[config.mk]
export PLATFORM = sky130hd
export DESIGN_NAME = modem_host_stream_parser_flat
export DESIGN_NICKNAME = d
export VERILOG_FILES = /design/src/hw/rtl/mhsp_pkg.sv /design/src/hw/rtl/mhsp_in_if.sv /design/src/hw/rtl/mhsp_out_if.sv /design/src/hw/rtl/modem_host_stream_parser.sv /design/src/flat_wrapper.sv
export SDC_FILE = /design/constraint.sdc
export NUM_CORES = 1
export LEC_CHECK = 0
export BUFFER_PORTS_ARGS = -buffer_cell sky130_fd_sc_hd__buf_2
export CAP_MARGIN = 20
export CORE_ASPECT_RATIO = 0.5
export CORE_UTILIZATION = 51
export DETAILED_ROUTE_END_ITERATION = 7
export GPL_TIMING_DRIVEN = 1
export PLACE_DENSITY = 0.8
export SETUP_SLACK_MARGIN = 0.1
export SLEW_MARGIN = 20
export SYNTH_ARGS = -nofsm -noshare
export SYNTH_HDL_FRONTEND = slang
export SYNTH_SLANG_ARGS = --single-unit
[constraint.sdc]
create_clock -name clk -period 5.4 [get_ports clk]
set_input_delay 1.08 -clock clk [delete_from_list [all_inputs] [get_ports clk]]
set_output_delay 1.08 -clock clk [all_outputs]
set_load 0.03 [all_outputs]
[src/hw/rtl/mhsp_pkg.sv]
// Package: byte codes, event kinds, window codes and the result word type of the stream parser.
`timescale 1ns / 1ps
package mhsp_pkg;

  localparam logic [7:0] CODE_MSG_WIN    = 8'd1;
  localparam logic [7:0] CODE_RX_WIN     = 8'd2;
  localparam logic [7:0] CODE_ECHO_WIN   = 8'd3;
  localparam logic [7:0] CODE_PROMPT     = 8'd4;
  localparam logic [7:0] CODE_IGNORE     = 8'd7;
  localparam logic [7:0] CODE_STATUS     = 8'd30;
  localparam logic [7:0] CHAR_LF         = 8'd10;
  localparam logic [7:0] CHAR_CR         = 8'd13;
  localparam logic [7:0] PROMPT_MODE_LO  = 8'd32;
  localparam logic [7:0] PROMPT_MODE_HI  = 8'd37;
  localparam logic [2:0] PROMPT_UNKNOWN  = 3'd6;
  localparam logic [2:0] MODE_LISTEN     = 3'd6;
  localparam logic [7:0] PROMPT_LIMIT_RST = 8'd20;

  localparam int unsigned CFG_ADDR_W  = 3;
  localparam logic        REG_PROMPT_LIMIT = 1'b0;

  typedef enum logic [2:0] {
    EVT_STATUS      = 3'd0,
    EVT_PROMPT_MODE = 3'd1,
    EVT_PROMPT_END  = 3'd2,
    EVT_PROMPT_CHAR = 3'd3,
    EVT_RX_TEXT     = 3'd4,
    EVT_ECHO_TEXT   = 3'd5,
    EVT_MSG_TEXT    = 3'd6
  } evt_kind_t;

  typedef enum logic [1:0] {
    WIN_MESSAGE = 2'd0,
    WIN_RX      = 2'd1,
    WIN_ECHO    = 2'd2
  } win_t;

  typedef struct packed {
    evt_kind_t   event_kind;
    logic [7:0]  data_byte;
    logic        sending;
    logic [2:0]  link_status;
    logic [2:0]  link_mode;
    logic        listening;
    logic [2:0]  prompt_mode;
    logic        end_of_line;
  } evt_t;

endpackage

[src/hw/rtl/mhsp_in_if.sv]
// Interface: input byte channel with valid/ready handshake.
`timescale 1ns / 1ps
interface mhsp_in_if;
  logic       valid;
  logic       ready;
  logic [7:0] rx_byte;

  modport source (output valid, output rx_byte, input ready);
  modport sink   (input valid, input rx_byte, output ready);
endinterface

[src/hw/rtl/mhsp_out_if.sv]
// Interface: parsed event channel with valid/ready handshake.
`timescale 1ns / 1ps
interface mhsp_out_if;
  logic       valid;
  logic       ready;
  logic [2:0] event_kind;
  logic [7:0] data_byte;
  logic       sending;
  logic [2:0] link_status;
  logic [2:0] link_mode;
  logic       listening;
  logic [2:0] prompt_mode;
  logic       end_of_line;

  modport source (output valid, output event_kind, output data_byte, output sending,
                  output link_status, output link_mode, output listening,
                  output prompt_mode, output end_of_line, input ready);
  modport sink   (input valid, input event_kind, input data_byte, input sending,
                  input link_status, input link_mode, input listening,
                  input prompt_mode, input end_of_line, output ready);
endinterface

[src/hw/rtl/modem_host_stream_parser.sv]
// An accepted byte's event word is registered into the main or the skid output word.
// Throughput: one byte per cycle; decode is a single pass into a two-word output buffer.
// The input stalls only when both output buffer words are full.
// Reset (rst_n low, synchronous): pending flags and prompt count clear, window is
// message, prompt text limit returns to 20, output buffer empties.
`timescale 1ns / 1ps
module modem_host_stream_parser (
  input  logic                               clk,
  input  logic                               rst_n,
  mhsp_in_if.sink                            in_stream,
  mhsp_out_if.source                         out_stream,
  input  logic                               cfg_psel,
  input  logic                               cfg_penable,
  input  logic                               cfg_pwrite,
  input  logic [mhsp_pkg::CFG_ADDR_W-1:0]    cfg_paddr,
  input  logic [31:0]                        cfg_pwdata,
  output logic [31:0]                        cfg_prdata,
  output logic                               cfg_pready
);
  import mhsp_pkg::*;

  logic       limit_sel;
  logic [7:0] prompt_limit_r;
  logic       status_pending_r, status_pending_nxt;
  logic       prompt_pending_r, prompt_pending_nxt;
  logic [7:0] prompt_left_r, prompt_left_nxt;
  win_t       window_r, window_nxt;

  evt_t       evt;
  logic       has_evt;
  logic       accept;
  logic       pop;
  logic       push;

  evt_t       main_r;
  logic       main_v_r;
  evt_t       skid_r;
  logic       skid_v_r;

  logic [7:0] b;
  logic [2:0] mode;

  assign limit_sel  = (cfg_paddr[2] == REG_PROMPT_LIMIT);
  assign cfg_pready = 1'b1;
  assign cfg_prdata = limit_sel ? {24'd0, prompt_limit_r} : 32'd0;

  always_ff @(posedge clk) begin
    if (!rst_n) begin
      prompt_limit_r <= PROMPT_LIMIT_RST;
    end else if (cfg_psel && cfg_penable && cfg_pwrite && cfg_pready && limit_sel) begin
      prompt_limit_r <= cfg_pwdata[7:0];
    end
  end

  assign b      = in_stream.rx_byte;
  assign mode   = b[6:4];
  assign accept = in_stream.valid && in_stream.ready;

  always_comb begin
    evt                = '0;
    evt.data_byte      = b;
    has_evt            = 1'b0;
    status_pending_nxt = status_pending_r;
    prompt_pending_nxt = prompt_pending_r;
    prompt_left_nxt    = prompt_left_r;
    window_nxt         = window_r;
    if (status_pending_r) begin
      status_pending_nxt = 1'b0;
      has_evt            = 1'b1;
      evt.event_kind     = EVT_STATUS;
      evt.sending        = b[3];
      evt.link_status    = b[2:0];
      evt.link_mode      = mode;
      evt.listening      = (mode == MODE_LISTEN);
    end else if (b == CODE_STATUS) begin
      status_pending_nxt = 1'b1;
    end else if (b == CODE_PROMPT) begin
      prompt_pending_nxt = 1'b1;
    end else if (prompt_pending_r) begin
      prompt_pending_nxt = 1'b0;
      prompt_left_nxt    = prompt_limit_r;
      has_evt            = 1'b1;
      evt.event_kind     = EVT_PROMPT_MODE;
      evt.prompt_mode    = (b inside {[PROMPT_MODE_LO:PROMPT_MODE_HI]}) ?
                           3'(b - PROMPT_MODE_LO) : PROMPT_UNKNOWN;
    end else if (prompt_left_r != 8'd0) begin
      if (b == CODE_MSG_WIN) begin
        prompt_left_nxt = 8'd0;
        window_nxt      = WIN_MESSAGE;
        has_evt         = 1'b1;
        evt.event_kind  = EVT_PROMPT_END;
      end else begin
        prompt_left_nxt = prompt_left_r - 8'd1;
        if (b inside {CHAR_LF, CHAR_CR}) begin
          has_evt        = 1'b1;
          evt.event_kind = EVT_PROMPT_CHAR;
        end
      end
    end else if (b == CODE_ECHO_WIN) begin
      window_nxt = WIN_ECHO;
    end else if (b == CODE_RX_WIN) begin
      window_nxt = WIN_RX;
    end else if (b == CODE_MSG_WIN) begin
      window_nxt = WIN_MESSAGE;
    end else if (b != CODE_IGNORE) begin
      has_evt = 1'b1;
      case (window_r)
        WIN_RX: begin
          evt.event_kind = EVT_RX_TEXT;
        end
        WIN_ECHO: begin
          evt.event_kind = EVT_ECHO_TEXT;
        end
        default: begin
          evt.event_kind  = EVT_MSG_TEXT;
          evt.end_of_line = (b inside {CHAR_LF, CHAR_CR});
        end
      endcase
    end
  end

  always_ff @(posedge clk) begin
    if (!rst_n) begin
      status_pending_r <= 1'b0;
      prompt_pending_r <= 1'b0;
      prompt_left_r    <= 8'd0;
      window_r         <= WIN_MESSAGE;
    end else if (accept) begin
      status_pending_r <= status_pending_nxt;
      prompt_pending_r <= prompt_pending_nxt;
      prompt_left_r    <= prompt_left_nxt;
      window_r         <= window_nxt;
    end
  end

  assign in_stream.ready = !skid_v_r;
  assign push            = accept && has_evt;
  assign pop             = main_v_r && out_stream.ready;

  always_ff @(posedge clk) begin
    if (!rst_n) begin
      main_v_r <= 1'b0;
      skid_v_r <= 1'b0;
    end else if (pop) begin
      if (skid_v_r) begin
        skid_v_r <= 1'b0;
      end else begin
        main_v_r <= push;
      end
    end else if (!main_v_r) begin
      main_v_r <= push;
    end else if (push) begin
      skid_v_r <= 1'b1;
    end
  end

  always_ff @(posedge clk) begin
    if (pop) begin
      if (skid_v_r) begin
        main_r <= skid_r;
      end else begin
        main_r <= evt;
      end
    end else if (!main_v_r) begin
      main_r <= evt;
    end else if (push) begin
      skid_r <= evt;
    end
  end

  assign out_stream.valid       = main_v_r;
  assign out_stream.event_kind  = main_r.event_kind;
  assign out_stream.data_byte   = main_r.data_byte;
  assign out_stream.sending     = main_r.sending;
  assign out_stream.link_status = main_r.link_status;
  assign out_stream.link_mode   = main_r.link_mode;
  assign out_stream.listening   = main_r.listening;
  assign out_stream.prompt_mode = main_r.prompt_mode;
  assign out_stream.end_of_line = main_r.end_of_line;

endmodule
[src/flat_wrapper.sv]
// flat-port wrapper written by rule: the top's interface ports become plain ports
module modem_host_stream_parser_flat import mhsp_pkg::*;
  (clk, rst_n, cfg_psel, cfg_penable, cfg_pwrite, cfg_paddr, cfg_pwdata, cfg_prdata, cfg_pready, in_stream_valid, in_stream_rx_byte, in_stream_ready, out_stream_valid, out_stream_event_kind, out_stream_data_byte, out_stream_sending, out_stream_link_status, out_stream_link_mode, out_stream_listening, out_stream_prompt_mode, out_stream_end_of_line, out_stream_ready);
  mhsp_in_if in_stream_i ();
  mhsp_out_if out_stream_i ();
  input  logic clk;
  input  logic rst_n;
  input  logic cfg_psel;
  input  logic cfg_penable;
  input  logic cfg_pwrite;
  input  logic [mhsp_pkg::CFG_ADDR_W-1:0] cfg_paddr;
  input  logic [31:0] cfg_pwdata;
  output logic [31:0] cfg_prdata;
  output logic cfg_pready;
  input wire logic [$bits(in_stream_i.valid)-1:0] in_stream_valid;
  input wire logic [$bits(in_stream_i.rx_byte)-1:0] in_stream_rx_byte;
  output wire logic [$bits(in_stream_i.ready)-1:0] in_stream_ready;
  output wire logic [$bits(out_stream_i.valid)-1:0] out_stream_valid;
  output wire logic [$bits(out_stream_i.event_kind)-1:0] out_stream_event_kind;
  output wire logic [$bits(out_stream_i.data_byte)-1:0] out_stream_data_byte;
  output wire logic [$bits(out_stream_i.sending)-1:0] out_stream_sending;
  output wire logic [$bits(out_stream_i.link_status)-1:0] out_stream_link_status;
  output wire logic [$bits(out_stream_i.link_mode)-1:0] out_stream_link_mode;
  output wire logic [$bits(out_stream_i.listening)-1:0] out_stream_listening;
  output wire logic [$bits(out_stream_i.prompt_mode)-1:0] out_stream_prompt_mode;
  output wire logic [$bits(out_stream_i.end_of_line)-1:0] out_stream_end_of_line;
  input wire logic [$bits(out_stream_i.ready)-1:0] out_stream_ready;
  assign in_stream_i.valid = in_stream_valid;
  assign in_stream_i.rx_byte = in_stream_rx_byte;
  assign in_stream_ready = in_stream_i.ready;
  assign out_stream_valid = out_stream_i.valid;
  assign out_stream_event_kind = out_stream_i.event_kind;
  assign out_stream_data_byte = out_stream_i.data_byte;
  assign out_stream_sending = out_stream_i.sending;
  assign out_stream_link_status = out_stream_i.link_status;
  assign out_stream_link_mode = out_stream_i.link_mode;
  assign out_stream_listening = out_stream_i.listening;
  assign out_stream_prompt_mode = out_stream_i.prompt_mode;
  assign out_stream_end_of_line = out_stream_i.end_of_line;
  assign out_stream_i.ready = out_stream_ready;
  modem_host_stream_parser u_core (.clk(clk), .rst_n(rst_n), .in_stream(in_stream_i), .out_stream(out_stream_i), .cfg_psel(cfg_psel), .cfg_penable(cfg_penable), .cfg_pwrite(cfg_pwrite), .cfg_paddr(cfg_paddr), .cfg_pwdata(cfg_pwdata), .cfg_prdata(cfg_prdata), .cfg_pready(cfg_pready));
endmodule
---- After elaboration in Yosys (flattened, before gate mapping) ----
Cells that the tools add are included.
cells by class
  reductions and logical operators ........ 18
  $lt $le $gt $ge ......................... 2
  $add $sub $neg .......................... 2
  muxes and demuxes ....................... 53
  equal/unequal tests ..................... 13
  bitwise logic cells ..................... 7
operator list
  cell                   number
  $mux W23               3
  $mux W8                5
  $mux W3                12
  $mux W1                24
  $eq A8 B2 Y1 const B   2
  $eq A8 B4 Y1 const B   2
  $mux W4                3
  $mux W2                5
  $reduce_and A5 Y1      2
  $eq A8 B1 Y1 const B   1
  $eq A8 B3 Y1 const B   1
  $eq A8 B5 Y1 const B   1
  $ge A8 B6 Y1 const B   1
  $le A8 B6 Y1 const B   1
  $ne A8 B3 Y1 const B   1
  $reduce_bool A8 Y1     1
  $sub A8 B1 Y8 const B  1
  $logic_and A1 B1 Y1    7
  $not A1 Y1             7
  $reduce_and A3 Y1      2
  $pmux W2 S2            1
  $reduce_bool A2 Y1     2
  $reduce_or A2 Y1       2
  $eq A3 B3 Y1 const B   1
  other kinds (7)        7
word-level totals
  input port bits ......................... 50
  word-level logic and storage cells ...... 118
  register bits ........................... 68

---- Depth between registers and ports, before layout ----
Gate-level depths: netlist (run 1).
  depth after elaboration ................. 14
  depth in mapped cells ................... 10

---- Worst setup path after synthesis (run 1) ----
OpenSTA, ideal clock, no wires.
  kind .................................... input to register
  start ................................... in in_stream_rx_byte[2]
  end ..................................... reg u_core.skid_r[0] in the netlist's numbering (enable)
  arrival time ............................ 3.911 ns
  slack ................................... 1.050 ns
  stages .................................. 6
  required time ........................... 4.961 ns
  buffers on the path ..................... 1
  cells stage by stage .................... clkbuf_1 -> inv_1 -> maj3_1 -> a31oi_1 -> nand2_1 -> a211oi_1
between the ends
  longest elaborated chain between the ends .. 12
RTL lines
  element                               RTL line                         RTL
  start, declared                       flat_wrapper.sv:16               input wire logic [$bits(in_stream_i.rx_byte)-1:0] in_stream_rx_byte;
  $ne A8 B3 Y1                          modem_host_stream_parser.sv:105  end else if (b != CODE_IGNORE) begin
  $mux W1                               modem_host_stream_parser.sv:105
  $mux W1                               modem_host_stream_parser.sv:103  end else if (b == CODE_MSG_WIN) begin
  $mux W1                               modem_host_stream_parser.sv:101  end else if (b == CODE_RX_WIN) begin
  $mux W1                               modem_host_stream_parser.sv:99   end else if (b == CODE_ECHO_WIN) begin
  $mux W1                               modem_host_stream_parser.sv:86   end else if (prompt_left_r != 8'd0) begin
  $mux W1                               modem_host_stream_parser.sv:79   end else if (prompt_pending_r) begin
  $mux W1                               modem_host_stream_parser.sv:77   end else if (b == CODE_PROMPT) begin
  $mux W1 *                             modem_host_stream_parser.sv:75   end else if (b == CODE_STATUS) begin
  $mux W1 *                             modem_host_stream_parser.sv:67   if (status_pending_r) begin
  $logic_and A1 B1 Y1 *                 modem_host_stream_parser.sv:137  assign push = accept && has_evt;
  $reduce_and A3 Y1 (no source line) *  --
  end signal, assigned                  modem_host_stream_parser.sv:167  skid_r <= evt;
  end, declared                         modem_host_stream_parser.sv:37   evt_t skid_r;
Mark *: on every way between the ends. The rest lies on a longest branch, timed or not.
A chain may end at the register's enable or synchronous reset.

---- Worst setup path in the final report (run 1) ----
  start ................................... in in_stream_rx_byte[5]
  end ..................................... reg u_core.skid_r[8] in the netlist's numbering (enable)
The elaborated chain is that of the path after synthesis.

==> flow_summary.yaml, run 1 <==
critical_path:
  critPathKind: "input pin to flip-flop"
  cp_max_fo: 23
  r2r_start: "u_core.prompt_left_r[0]"
  crit_required_ps: 5400
  r2r-end: "u_core.skid_r[8]"
  critical_path_arrival_ps: 3180
  crit_path_max_incr_delay_ps: 580
  cpLargestDelayFamily: "simple AND/OR/NAND/NOR gates"
  rrSetupSlack_ps: 2790
  crit_buf_inv: 2
  critPathCaptureType: "flip-flop"
  crit_slowest_cell: "nor4_1"
  path_cells: "buf_2, nor4_1, a21oi_1, nand3_1, nand2_1, a211oi_2, buf_4"
  r2r_cells: 8
  critPathLaunchType: "input pin"
job:
  cap_violations: 0
sta:
  tightest_slew_ps: 960
  min_period_over_period_pct: 58.9
  finalClockSkew_ps: 2.70
  slew_headroom_pct: 36.0
  fin_setup_tns_ps: 0
  max_freq_ghz: 0.314
  setup_viol: 0
  rsz0062_at_grt: "false"
  maxSlewViolCount: 0
  min_period_ps: 3180
  hold_viol_final: 0
die:
  die_h_um: 59.8
  design.die.area_sq_um: 7020
  die_x_um: 118
  placement_rows: 20
  design.core.area_sq_um: 6260
  start_util_pct: 54.4
  boundaryPins: 108
logic_synthesis:
  ys_types: 56
  synth-seq-area-share_pct: 53.5
  synth_ff_type: "edfxtp_1"
  async_reset_ff_share_pct: 0
  yosys.area.top_type_share_pct: 40.6
  yosysWarnings: 0
  syn_inst: 348
  syn_avg_cell_area_sq_um: 9.78
  yosys_register_bits: 68
  synth.most_common_cell: "nand2_1"
  syn-cell-area_sq_um: 3400
  synth.top_cells.by_area: "edfxtp_1 41%, dfxtp_1 13%, nand2_1 9.3%"
  synth_commonest_cells: "84 x nand2_1, 46 x edfxtp_1, 25 x buf_4"
  synth_top_cell_by_area: "edfxtp_1"
  synth-edff-count: 46
routing:
  avgViaCountPerCell: 5.39
  vias: 2642
  wl_per_cell_um: 14.6
  ant_nets: 0
  routed_wl_um: 7160
  drtPass1Iterations: 5
  first_iter_violations: 189
  drc: 0
min_path:
  whs_path_depth: 2
  hp-class: "flip-flop to flip-flop"
  min_from: "u_core.prompt_limit_r[5]"
  hold-path-endpoint: "u_core.prompt_limit_r[5]"
clock_network:
  clk_latency_ps: 330
  htreeDepth: 3
  cts_buffers: 9
  ctsLongestPathBuffers: 2
  path_clk_slew_ps: 50
  hold_buffers: 0
  post_cts_buffers: 0
  cts_resized: 0
  cts_tree: "built"
  cts.sinks: 68
  root_buffer: "clkbuf_16"
placement:
  gp_congestion: 0.896
  io_buffers: 56
  hpwlAfterDp_um: 4870
  post_dp_cell_area_sq_um: 3620
final_layout:
  nets: 449
  drive_gt1_share_pct: 20.9
  area_growth_pct: 14.5
  fin_area_sq_um: 3900
  diodes: 0
global_route:
  grt_overflow: 0
  antenna_found_initial: 0
  grt_start_max_net_pins: 29
  grt.total_usage_pct: 22.0
  grt_pass1_wl_um: 11700
  grt_pass1_vias: 2517
outcome:
  status: "complete, no violations"
pwr:
  p_leak_uw: 0.00163
  ir_drop_mv: 0.172
  power_density_nw_per_um2: 454
-- kinds of logic after synthesis --
family	after synthesis	synth area share (%)
XOR/XNOR	1	0.257
other	2	0.221
buffers and inverters	54	9.45
adder cells (fa/ha/maj)	3	1.03
multiplexers	2	0.662
AND/OR/NAND/NOR	164	23.1
AO/OA/AOI/OAI	54	11.7
flip-flops	68	53.5
-- cells in the final DEF, fill, tap and decap left out, types with 3 or more instances in the layout --
cell and n:
nor2_1 15, inv_1 10, conb_1 25, and2_1 7
buf_2 56, or4_1 4, nand3_1 10, edfxtp_1 46
or3_1 3, dfxtp_1 22, nor3_1 8, o31ai_1 4
a21oi_1 18, nand2_1 84, clkbuf_16 9, a211oi_2 3
nor2b_1 9, o32ai_1 7, nand2b_1 6, clkinv_4 3
o21ai_0 4, nor4_1 5
-- cell type report --
cell class                      count  area, sq um
Tap cell                           88          110
Timing Repair Buffer               58          295
Clock buffer                        9          225
Sequential cell                    68         1820
Inverter                           11         41.3
Clock inverter                      7         52.6
Fill cell                         519         2360
Multi-Input combinational cell    249         1350
-- metal layers --
metal  global-route usage (%)  up-vias  routed length [um]
met1                     25.8     1233                3020
li1                         -     1282                   -
met2                     38.5      113                3490
met3                     6.97       14                 518
met5                        0        -                   0
met4                     9.89        0                 123
-- power breakdown --
group | internal [uW] | switching (uW) | total (uW) | leakage [uW]
combinational | 181 | 369 | 550 | 0.000831
sequential | 647 | 39.5 | 686 | 0.000664
clock | 312 | 220 | 532 | 0.000136
total | 1140 | 628 | 1770 | 0.00163
-- registers in the layout, summed over array words and instances, names as in the netlist, 2 cells and up --
register and count:
u_core.prompt_left_r 8, u_core.skid_r 23, u_core.out_stream.link_status 3, u_core.prompt_limit_r 8
u_core.out_stream.data_byte 8, u_core.out_stream.event_kind 3, u_core.out_stream.prompt_mode 3, u_core.window_r 2
u_core.out_stream.link_mode 3
-- worst reg2reg max path: stages, from the launching register on --
cell and delay, ps:
dfxtp_1 320, inv_1 140, ha_1 220, or3b_1 510, or2_1 340, nand3_1 90, nand2_1 110, a211oi_2 230
buf_4 330
-- through the flow --
| stage | total power, uW | hold WS, ps | utilization [%] | cells | setup slack, ps |
|---|---|---|---|---|---|
| CTS | 1770 | 477 | 62.3 | 490 | 2220 |
| floorplan | 1140 | 434 | - | 371 | 1050 |
| finish | 1770 | 474 | 62.3 | 490 | 2220 |
| global route | 1850 | 499 | 62.3 | 490 | 2010 |
| detailed placement | 1240 | 468 | 57.9 | 474 | 1980 |
| global placement | 1200 | 450 | 57.9 | 474 | 2050 |
-- worst max-delay path by stage --
stage | depth (start not counted) | from | endpoint | slack (ps)
3_3_place_gp | 7 | in_stream_rx_byte[5] | u_core.skid_r[0] | 2050
4_1_cts | 7 | in_stream_rx_byte[5] | u_core.skid_r[3] | 2220
3_5_place_dp | 7 | in_stream_rx_byte[5] | u_core.skid_r[8] | 1980
5_1_grt | 7 | in_stream_rx_byte[5] | u_core.skid_r[3] | 2010
2_1_floorplan | 6 | in_stream_rx_byte[2] | u_core.skid_r[0] | 1050
6_report | 7 | in_stream_rx_byte[5] | u_core.skid_r[8] | 2220
No activity file was read; power rests on OpenSTA's default activity.
==> run 2: changes to the inputs <==
--- a/config.mk
+++ b/config.mk
@@ -5,13 +5,14 @@
 export SDC_FILE = /design/constraint.sdc
 export NUM_CORES = 1
 export LEC_CHECK = 0
+export ABC_AREA = 1
 export BUFFER_PORTS_ARGS = -buffer_cell sky130_fd_sc_hd__buf_2
 export CAP_MARGIN = 20
 export CORE_ASPECT_RATIO = 0.5
-export CORE_UTILIZATION = 51
+export CORE_UTILIZATION = 46
 export DETAILED_ROUTE_END_ITERATION = 7
 export GPL_TIMING_DRIVEN = 1
-export PLACE_DENSITY = 0.8
+export PLACE_DENSITY = 0.76
 export SETUP_SLACK_MARGIN = 0.1
 export SLEW_MARGIN = 20
 export SYNTH_ARGS = -nofsm -noshare
==> constraint.sdc (replaced) <==
create_clock -name clk -period 2.82 [get_ports clk]
set_input_delay 0.564 -clock clk [delete_from_list [all_inputs] [get_ports clk]]
set_output_delay 0.564 -clock clk [all_outputs]
set_load 0.03 [all_outputs]
==> run 2 against run 1 <==
  * Cell area grew 1.1%
  * Critical path depth increased by 4
  * Hold slack got worse by 50 ps
  * Clock skew is 3.0 ps higher
  * Via count shrank 3.1%
  * Clock power grew 120%
  * Total power up 71%
  * Setup slack worse by 1500 ps
  * First-iteration DRC count decreased by 34%
  * Synthesized cell count up 7.8%
  * Largest cell class unchanged
==> flow_summary.yaml, run 2 <==
global_route:
  grt_pass1_wl_um: 10500
  antenna_found_initial: 0
  gr-usage-met1_pct: 21.7
  met2_usage_pct: 29.6
  grt_start_max_net_pins: 24
  grt.total_usage_pct: 18.1
  gr-max-usage-layer: "met2"
  grt_use_met3_pct: 6.34
  grt_overflow: 0
  grt_pass1_vias: 2321
outcome:
  status: "complete, no violations"
logic_synthesis:
  synth.most_common_cell: "nand2_1"
  synth_top_cell_by_area: "edfxtp_1"
  yosys_register_bits: 68
  syn_inst: 375
  synth-edff-count: 46
  synth.top_cells.by_area: "edfxtp_1 41%, dfxtp_1 13%, nand2_1 9.0%"
  yosys.area.top_type_share_pct: 41.3
  synth-seq-area-share_pct: 54.5
  synth_ff_type: "edfxtp_1"
  syn-cell-area_sq_um: 3350
  yosysWarnings: 0
  ys_types: 33
  synth_commonest_cells: "80 x nand2_1, 46 x edfxtp_1, 42 x inv_1"
  async_reset_ff_share_pct: 0
  syn_avg_cell_area_sq_um: 8.92
sta:
  min_period_ps: 2120
  min_period_over_period_pct: 75.0
  rsz0062_at_grt: "false"
  tightest_slew_ps: 508
  setup_ws_ps: 704
  max_freq_ghz: 0.473
  fin_setup_tns_ps: 0
  finalClockSkew_ps: 5.74
  maxSlewViolCount: 0
  slew_headroom_pct: 66.1
  hold_slack_ps: 424
  hold_viol_final: 0
  setup_viol: 0
die:
  placement_rows: 21
  boundaryPins: 108
  start_util_pct: 48.8
  design.die.area_sq_um: 7640
  die_h_um: 62.3
  die_x_um: 123
  design.core.area_sq_um: 6860
final_layout:
  seqCellArea_sq_um: 1820
  nets: 486
  multi_input_area_sq_um: 1190
  final_common_cell: "nand2_1"
  area_growth_pct: 17.8
  diodes: 0
  fill_cells: 605
  largest-register: "u_core.skid_r"
  final_cell_mix: "80 x nand2_1, 56 x buf_2, 46 x edfxtp_1"
  largest_register_ffs: 23
  drive_gt1_share_pct: 22.8
  fin_util_pct: 57.5
min_path:
  whs_path_depth: 1
  hold-path-endpoint: "u_core.skid_r[19]"
  hp-class: "input pin to flip-flop"
  min_from: "in_stream_rx_byte[7]"
placement:
  place_ws_ps: 470
  io_buffers: 56
  gp_congestion: 0.867
  hpwlAfterDp_um: 4420
clock_network:
  cts_buffers: 9
  path_clk_slew_ps: 50
  htreeDepth: 3
  post_cts_buffers: 0
  cts_resized: 0
  clk_latency_ps: 330
  ctsLongestPathBuffers: 2
  cts_tree: "built"
  root_buffer: "clkbuf_16"
  cts.sinks: 68
  hold_buffers: 0
pwr:
  p_leak_uw: 0.00181
  ir_drop_mv: 0.334
  power_density_nw_per_um2: 766
critical_path:
  r2r_cells: 11
  critPathLaunchType: "flip-flop"
  critPathKind: "flip-flop to flip-flop"
  critPathCaptureType: "flip-flop"
  cp_max_fo: 23
  r2r_start: "u_core.prompt_left_r[0]"
  crit_required_ps: 2850
  rrSetupSlack_ps: 700
  r2r-end: "u_core.skid_r[18]"
  critical_path_arrival_ps: 2150
routing:
  routed_wl_um: 6270
  drtPass1Iterations: 4
  wl_per_cell_um: 11.8
  ant_nets: 0
  drc: 0
  vias: 2561
  avgViaCountPerCell: 4.83
  first_iter_violations: 124
job:
  cap_violations: 0
==> run 2: per-stage QoR <==
stage | power, uW | cell area (sq um) | cells
2_1_floorplan | 1760 | 3430 | 398
3_3_place_gp | 1860 | 3630 | 515
3_5_place_dp | 1880 | 3630 | 515
4_1_cts | 3030 | 3940 | 530
5_1_grt | 3160 | 3940 | 530
6_report | 3020 | 3940 | 530
==> run 2: how the worst max path moves through the flow <==
stage                                  from           endpoint  slack [ps]  depth (start not counted)
floorplan              in_stream_rx_byte[6]   u_core.skid_r[0]         400                         11
global placement       in_stream_rx_byte[6]  u_core.skid_r[11]         490                         13
detailed placement     in_stream_rx_byte[7]  u_core.skid_r[11]         470                         13
CTS                 u_core.prompt_left_r[0]  u_core.skid_r[17]         710                         11
global route        u_core.prompt_left_r[0]   u_core.skid_r[7]         540                         11
finish              u_core.prompt_left_r[0]  u_core.skid_r[18]         700                         11
==> run 2: area by class of cell <==
cell class                 instances  area share [%]
sequential                        68            46.2
multi-input combinational        245            30.1
timing repair buffer              60            8.19
clock buffer                      10            5.81
inverter                          50            4.76
tap                               92            2.92
clock inverter                     5            1.97
==> run 2: routing by layer <==
metal / wire length, um / vias up
met2: 2940 / 102
met1: 2790 / 1157
met3: 430 / 9
met5: 0 / -
met4: 104 / 0
li1: - / 1293
==> run 2: cells by family after synthesis <==
group	share of synthesized area, %
buf+inv	12.8
compound gates	10.8
fa+ha+maj	0.748
flops	54.5
simple gates	19.4
xor+xnor	1.57
other cells	0.224
==> run 2: where the power goes <==
group	total [uW]	switching, uW	internal (uW)
clock network	1150	386	765
logic	648	444	205
registers	1220	53.0	1170
total	3020	882	2140
==> run 2: critical path: stages (launching register included) <==
cell     delay [ps]
dfxtp_1         310
inv_1           120
ha_1            250
nand3_2         130
nor2_2          260
a21oi_1         130
nand2_1          80
nand2_1          50
nand2_1          80
nand3_2          90
nor2_2          140
buf_12          190
